===== src/rtl/core/spdif_fmt_pkg.sv =====
// Shared types, constants and word-packing function for the S/PDIF subframe formatter.
`timescale 1ns / 1ps

package spdif_fmt_pkg;

  // Channel-status register width and reset value (byte zero lowest).
  localparam int unsigned CS_WIDTH = 40;
  localparam logic [CS_WIDTH-1:0] CS_RESET = 40'h0B_0000_0004;

  // Default number of frames that carry a status bit.
  localparam int unsigned STATUS_BITS_DEFAULT = 40;

  // Block structure.
  localparam logic [7:0] FRAMES_PER_BLOCK = 8'd192;
  localparam logic [7:0] LAST_FRAME       = FRAMES_PER_BLOCK - 8'd1;
  localparam logic [3:0] BLOCK_PREAMBLE   = 4'hF;

  typedef struct packed {
    logic signed [15:0] left_sample;
    logic signed [15:0] right_sample;
  } sample_pair_t;

  typedef struct packed {
    logic [31:0] left_subframe;
    logic [31:0] right_subframe;
  } subframe_pair_t;

  // MAI layout: [31] even parity over [30:4], [30] status, [27:12] sample,
  // [3:0] preamble code on the first frame of a block.
  function automatic logic [31:0] build_word(logic [15:0] sample, logic cbit, logic first);
    logic [31:0] w;
    w = {1'b0, cbit, 2'b00, sample, 12'h000};
    w[31] = ^w[30:4];
    if (first) begin
      w[3:0] = BLOCK_PREAMBLE;
    end
    return w;
  endfunction

endpackage


===== src/rtl/core/spdif_subframe_formatter_core.sv =====
// Top level: S/PDIF (IEC60958) subframe formatter, one stereo pair per transaction.
`timescale 1ns / 1ps

// Turns each stereo pair of signed 16-bit samples into two 32-bit IEC60958
// subframe words in MAI layout: sample in bits 27..12, channel-status bit in
// bit 30, even parity over bits 30..4 in bit 31, and preamble code 0xF in
// bits 3..0 on the first frame of every 192-frame block. Frame f carries bit
// f of the channel_status register while f is below STATUS_BITS (and below the
// 40 register bits), zero after that. Throughput is one pair per clock while
// subframe_stall is low; the only storage on the data path is the output
// register, and a new transaction is taken whenever that register is empty or
// is being drained in the same cycle. sample_stall is high only while a
// result sits in the output register and subframe_stall holds it there.
// Write cfg_wr_en/cfg_wr_data only while no transaction is in flight. The
// frame counter restarts at frame 0 on reset.
module spdif_subframe_formatter_core
  import spdif_fmt_pkg::*;
#(
  parameter int unsigned STATUS_BITS = STATUS_BITS_DEFAULT
) (
  input  logic                clk,
  input  logic                rst,
  // configuration
  input  logic                cfg_wr_en,
  input  logic [CS_WIDTH-1:0] cfg_wr_data,
  // sample input
  input  logic                sample_valid,
  output logic                sample_stall,
  input  sample_pair_t        samples,
  // subframe output
  output logic                subframe_valid,
  input  logic                subframe_stall,
  output subframe_pair_t      subframes
);

  // Only the status bits that can ever be sent are stored.
  localparam int unsigned STORE_BITS = (STATUS_BITS < CS_WIDTH) ? STATUS_BITS : CS_WIDTH;
  localparam int unsigned IDX_W      = $clog2(STORE_BITS);

  logic [STORE_BITS-1:0] channel_status;
  logic [7:0]            frame_index;
  logic [7:0]            frame_index_next;
  logic                  accept;
  logic                  status_bit;
  logic                  first_frame;
  subframe_pair_t        subframes_next;

  // Output register is free when empty or being taken this cycle.
  assign sample_stall = subframe_valid & subframe_stall;
  assign accept       = sample_valid & ~sample_stall;

  assign first_frame = (frame_index == 8'd0);
  assign status_bit  = (frame_index < 8'(STORE_BITS)) ?
                       channel_status[frame_index[IDX_W-1:0]] : 1'b0;

  assign frame_index_next = (frame_index == LAST_FRAME) ? 8'd0 : frame_index + 8'd1;

  always_comb begin
    subframes_next.left_subframe  = build_word(samples.left_sample, status_bit, first_frame);
    subframes_next.right_subframe = build_word(samples.right_sample, status_bit, first_frame);
  end

  // Configuration register.
  always_ff @(posedge clk) begin
    if (rst) begin
      channel_status <= CS_RESET[STORE_BITS-1:0];
    end else if (cfg_wr_en) begin
      channel_status <= cfg_wr_data[STORE_BITS-1:0];
    end
  end

  // Frame counter and output valid.
  always_ff @(posedge clk) begin
    if (rst) begin
      frame_index    <= 8'd0;
      subframe_valid <= 1'b0;
    end else begin
      if (accept) begin
        frame_index    <= frame_index_next;
        subframe_valid <= 1'b1;
      end else if (!subframe_stall) begin
        subframe_valid <= 1'b0;
      end
    end
  end

  // Output payload, no reset needed.
  always_ff @(posedge clk) begin
    if (accept) begin
      subframes <= subframes_next;
    end
  end

endmodule


===== config.mk =====
export PLATFORM = sky130hd
export DESIGN_NAME = spdif_subframe_formatter_core
export DESIGN_NICKNAME = d
export VERILOG_FILES = /design/src/rtl/core/spdif_fmt_pkg.sv /design/src/rtl/core/spdif_subframe_formatter_core.sv
export SDC_FILE = /design/constraint.sdc
export NUM_CORES = 1
export LEC_CHECK = 0
export BUFFER_PORTS_ARGS = -buffer_cell sky130_fd_sc_hd__buf_2
export CORE_UTILIZATION = 45
export DETAILED_ROUTE_END_ITERATION = 10
export PLACE_DENSITY = 0.76
export SYNTH_ARGS = -nofsm -noshare
export SYNTH_HDL_FRONTEND = slang
export SYNTH_SLANG_ARGS = --single-unit

===== constraint.sdc =====
create_clock -name clk -period 3.8 [get_ports clk]
set_input_delay 0.76 -clock clk [delete_from_list [all_inputs] [get_ports clk]]
set_output_delay 0.76 -clock clk [all_outputs]
set_load 0.05 [all_outputs]

==> results of run 1 <==
## kinds of logic after synthesis
logic type / Yosys count / share of synthesized area, %
and+or+nand+nor: 81 / 9.36
AOI/OAI and AO/OA: 24 / 4.81
DFF: 85 / 52.8
muxes: 56 / 15.2
other: 1 / 0.0961
buffers and inverters: 49 / 7.79
adders and majority gates: 2 / 0.641
xor gates and xnor gates: 38 / 9.23
## cell type report
class | count | share of cell area (%)
clock inverter | 7 | 1.61
sequential | 85 | 44.3
tap | 105 | 2.82
timing repair buffer | 124 | 13.4
multi-input combinational | 221 | 34.8
clock buffer | 9 | 2.66
inverter | 4 | 0.323
## path summary, 6_finish.rpt
check                                   from                              end  slack (ps)  cells after the start
max              frame_index[0]$_SDFFE_PP0P_          subframes[63]$_DFFE_PP_        1470                      6
max reg2reg      frame_index[0]$_SDFFE_PP0P_          subframes[63]$_DFFE_PP_        1470                      6
min reg2reg  channel_status[29]$_SDFFE_PP0P_  channel_status[29]$_SDFFE_PP0P_         500                      2
min          channel_status[29]$_SDFFE_PP0P_  channel_status[29]$_SDFFE_PP0P_         500                      2
## power breakdown
group	internal (uW)	leakage (uW)	switching, uW
Sequential	1020	0.000752	26.2
Combinational	202	0.00122	358
Clock	305	0.0000880	336
Total	1530	0.00206	719
## placed cells by master, fill, tap and decap left out, types with 2 or more instances in the layout
cell type   instances
dfxtp_1            49
conb_1             20
nor2b_1             5
o2111ai_2           2
mux4_1              2
xnor3_1             2
nand2b_1            3
and3_1              4
and4_1              2
a21oi_1             4
o21ai_0             2
clkinvlp_4          3
mux2i_1            53
nand2_1             9
a31oi_1             2
ha_1                2
a211o_1             6
a22oi_1             4
inv_1               4
nand3_1             3
edfxtp_1           36
buf_2             122
xnor2_1            28
nor2_1             50
and2_1              2
xor2_1              8
buf_4               2
clkbuf_8            9
## Yosys cell counts (all sizes together), types with 3 or more instances
cell and instances:
edfxtp 36, a22oi 4, clkbuf 8, inv 4, mux2i 53, a21oi 4
xnor2 28, nor2b 5, a211o 6, buf 37, nand2 9, nor2 50
and3 4, xor2 8, nand3 4, nand2b 3, dfxtp 49
## registers in the layout (all words and copies together), names as in the netlist
register	cells
channel_status	40
frame_index	8
subframe_valid	1
subframes	36
## per-stage QoR
stage,area (sq um),cells,utilization [%]
after floorplan,3970,355,-
after detailed placement,4450,539,53.7
after global placement,4450,539,53.7
after CTS,4650,555,56.1
final,4650,555,56.1
after global routing,4650,555,56.1
## per-layer routing
| metal | vias to the layer above | GRT usage (%) | routed length [microns] |
|---|---|---|---|
| li1 | 1331 | - | - |
| met1 | 1213 | 20.7 | 3200 |
| met2 | 111 | 27.3 | 3560 |
| met3 | 13 | 4.55 | 596 |
| met4 | 0 | 7.95 | 153 |
| met5 | - | 0 | 0 |
## critical path, delay by kind of cell (launching register included)
| family | cells | cell delay, ps |
|---|---|---|
| flops | 1 | 530 |
| mux | 2 | 890 |
| xor+xnor | 1 | 380 |
| compound gates | 1 | 90 |
| simple gates | 2 | 180 |
==> impl_metrics.json, run 1 <==
{
  "peakVddDrop_mv": 0.191,
  "syn_avg_cell_area_sq_um": 11.6,
  "post_drt_wl_per_cell_microns": 13.5,
  "crit_required_ps": 3900,
  "synth_area_leaders": "edfxtp_1 (28%), dfxtp_1 (25%), mux2i_1 (14%)",
  "die_w_microns": 95.1,
  "cts_tree": "built",
  "grt_pass1_vias": 2487,
  "fin_crit_ps": 2330,
  "netlist_area_sq_mm": 0.00390,
  "status": "finished, final reports clean",
  "setup_viol": 0,
  "io_buffers": 122,
  "vias_per_cell": 4.81,
  "async_flop_share_pct": 0,
  "max-cap-violations": 0,
  "via_count": 2668,
  "start_kind": "flip-flop",
  "finalHoldViolCount": 0,
  "nets": 524,
  "ctsRootBufferMaster": "clkbuf_8",
  "fin_ws_ps": 1470,
  "tightest_slew_ps": 1130,
  "cts_setup_buffers": 0,
  "diodes": 0,
  "holdCritPathClass": "flip-flop to flip-flop",
  "drt_iter0_drc": 61,
  "grt_use_total_pct": 16.8,
  "crit_chain": "mux4_1, mux2_2, nand3_2, xnor3_1, nand2_1, o2111ai_2",
  "cts_resized": 0,
  "fin_crit_sh_pct": 61.3,
  "ff_latch_area_sq_mm": 0.00206,
  "ys_seq_area_share_pct": 52.8,
  "cpMaxStageDelayCell": "mux4_1",
  "netlist.top_cell.by_area": "edfxtp_1",
  "leakage_uw": 0.00206,
  "fin_setup_tns_ps": 0,
  "synth_edf_count": 36,
  "synth_seq_cells": 85,
  "initial_core_util_pct": 47.0,
  "ys_warn_count": 0,
  "cts_buffers": 9,
  "grt_pass1_wl_mm": 11.5,
  "endpoint_kind": "flip-flop",
  "die_area_sq_mm": 0.00905,
  "antenna_left": 0,
  "arrival_ps": 2420,
  "antenna_found_initial": 0,
  "slew_violations": 0,
  "gp_congestion": 0.844,
  "wirelength_mm": 7.51,
  "insertion_delay_ps": 350,
  "critPathMaxFanout": 10,
  "total_power_uw": 2250,
  "hpwl_mm": 5.40,
  "synth_top_cell_area_share_pct": 27.7,
  "rows": 33,
  "multi_input_area_sq_mm": 0.00162,
  "rsz0062_at_grt": "false",
  "ios": 143,
  "clk_pin_slew_ps": 90,
  "ys_types": 37,
  "area_growth_pct": 19.2,
  "maxSlewHeadroom_pct": 24.4,
  "fmax_ghz": 0.429,
  "finalClockSkew_ps": 10.2,
  "crit_type": "flip-flop to flip-flop",
  "ys.flop_type": "dfxtp_1",
  "slowest_delay_ps": 600,
  "hold_buffers": 0,
  "core_area_sq_mm": 0.00830,
  "post-route-drc-count": 0,
  "fillers": 744,
  "whs_ps": 498,
  "syn_inst": 336,
  "ctsHtreeMaxLevel": 3,
  "firstDrtPassIters": 4,
  "cts_num_sinks": 85,
  "clock_path_buffers": 2,
  "preCtsSetupSlack_ps": 1460,
  "die_y_microns": 95.1,
  "drive_gt1_share_pct": 32.4,
  "overflow": 0,
  "grt_max_degree": 46,
  "power.density_mw_per_mm2": 483
}
No activity file was read; power rests on OpenSTA's default activity.
==> run 2: changes to the inputs <==
Settings changed: CORE_UTILIZATION 45 to 49, PLACE_DENSITY 0.76 to 0.78.
Clock period 3.8 ns to 2.15 ns, I/O delays scaled along.
==> impl_metrics.json, run 2 (synthesis results as in run 1) <==
{
  "cpMaxStageDelayCell": "mux4_1",
  "cts_tree": "built",
  "fin_ws_ps": 79.9,
  "antenna_found_initial": 0,
  "tightest_slew_ps": 648,
  "max-cap-violations": 0,
  "cts_buffers": 9,
  "final_cell_mix": "buf_2 (122), mux2i_1 (53), nor2_1 (50)",
  "drt_iter0_drc": 100,
  "nets": 529,
  "ctsRootBufferMaster": "clkbuf_8",
  "critPathMaxFanout": 3,
  "wirelength_mm": 7.27,
  "top_register": "channel_status",
  "cts_resized": 0,
  "finalClockSkew_ps": 13.1,
  "finalHoldViolCount": 0,
  "cts_num_sinks": 85,
  "rows": 32,
  "rsz0062_at_grt": "false",
  "drive_gt1_share_pct": 33.2,
  "final_common_cell": "buf_2",
  "crit_type": "flip-flop to flip-flop",
  "diodes": 0,
  "clk_pin_slew_ps": 90,
  "io_buffers": 122,
  "cp_top_family": "multiplexers",
  "fmax_ghz": 0.483,
  "post_drt_wl_per_cell_microns": 13.1,
  "clock_path_buffers": 2,
  "slew_violations": 0,
  "gp_congestion": 0.861,
  "p_switching_uw": 1210,
  "peakVddDrop_mv": 0.381,
  "fillers": 666,
  "multi_input_area_sq_mm": 0.00162,
  "initial_core_util_pct": 50.5,
  "grt_max_degree": 45,
  "core_area_sq_mm": 0.00773,
  "largest_reg_flops": 40,
  "fin_crit_ps": 2070,
  "ff_latch_area_sq_mm": 0.00206,
  "top_regs": "channel_status (40), subframes (36), frame_index (8)",
  "hold_buffers": 0,
  "via_count": 2726,
  "grt_pass1_wl_mm": 11.9,
  "cp.buffers_inverters": 0,
  "post-route-drc-count": 0,
  "hpwl_mm": 5.44,
  "vias_per_cell": 4.89,
  "crit_chain": "mux4_1, mux2_2, nand3_2, xnor3_1, nand2_1, o2111ai_2",
  "internal_power_uw": 2700,
  "ios": 143,
  "preCtsSetupSlack_ps": 39.5,
  "holdCritPathClass": "input pin to flip-flop",
  "fin_setup_tns_ps": 0,
  "status": "finished, final reports clean",
  "met1_length_mm": 3.13,
  "fin_crit_sh_pct": 96.3,
  "slowest_delay_ps": 530,
  "arrival_ps": 2150,
  "p_clk_share_pct": 26.9,
  "insertion_delay_ps": 350,
  "area_growth_pct": 20.5,
  "leakage_uw": 0.00210,
  "crit_required_ps": 2230,
  "die_w_microns": 91.2,
  "utilization_pct": 60.9,
  "die_area_sq_mm": 0.00832,
  "antenna_left": 0,
  "grt_use_total_pct": 18.1,
  "overflow": 0,
  "cts_setup_buffers": 0,
  "seqPwrFrac_pct": 47.3,
  "start_kind": "flip-flop",
  "top_layer_used": "met4",
  "grt_pass1_vias": 2587,
  "maxSlewHeadroom_pct": 56.8,
  "combPwrFrac_pct": 25.8,
  "power.density_mw_per_mm2": 831,
  "wl_met3_microns": 484,
  "p_sw_share_pct": 30.9,
  "endpoint_kind": "flip-flop",
  "ctsHtreeMaxLevel": 3,
  "wl_met2_mm": 3.57,
  "die_y_microns": 91.2,
  "setup_viol": 0,
  "firstDrtPassIters": 4
}
==> run 2: cell types whose count changed in the layout (fill, tap and decap cells not counted), moves of 2 or more <==
cell,before,now
buf_4,2,5
clkbuf_1,0,2
clkinv_2,0,2
dfxtp_2,0,2
clkinvlp_4,3,0
buf_12,0,2
dfxtp_1,49,47
==> run 2: cell type report <==
| cell class | instances | share of cell area (%) |
|---|---|---|
| clock buffer | 13 | 3.62 |
| multi-input combinational | 221 | 34.4 |
| inverter | 4 | 0.319 |
| tap | 102 | 2.71 |
| timing repair buffer | 129 | 14.6 |
| sequential | 85 | 43.9 |
| clock inverter | 3 | 0.399 |
==> run 2: final timing paths <==
path / start / end / slack, ps / cells past startpoint
max: frame_index[0]$_SDFFE_PP0P_ / subframes[63]$_DFFE_PP_ / 80 / 6
min: samples[1] / subframes[13]$_DFFE_PP_ / 280 / 1
max reg2reg: frame_index[0]$_SDFFE_PP0P_ / subframes[63]$_DFFE_PP_ / 80 / 6
min reg2reg: channel_status[6]$_SDFFE_PP0P_ / channel_status[6]$_SDFFE_PP0P_ / 490 / 2
==> run 2: power by group through the flow <==
stage / combinational, uW / sequential (uW) / clock [uW]
floorplan: 634 / 2070 / 0
global placement: 988 / 1880 / 0
detailed placement: 1000 / 1890 / 0
CTS: 1010 / 1850 / 1080
global route: 1080 / 1860 / 1160
finish: 1010 / 1850 / 1050
==> run 2: per-layer routing <==
| metal | GRT usage (%) | vias to the layer above |
|---|---|---|
| li1 | - | 1337 |
| met1 | 22.7 | 1268 |
| met2 | 30.9 | 111 |
| met3 | 4.52 | 10 |
| met4 | 5.29 | 0 |
| met5 | 0 | - |
==> run 2: metrics by stage <==
stage | total power [uW] | instances | hold WS, ps | area [sq um]
2_1_floorplan | 2710 | 355 | 451 | 3990
4_1_cts | 3940 | 557 | 267 | 4700
3_5_place_dp | 2890 | 541 | 480 | 4510
5_1_grt | 4100 | 557 | 265 | 4700
3_3_place_gp | 2870 | 541 | 472 | 4510
6_report | 3910 | 557 | 278 | 4700
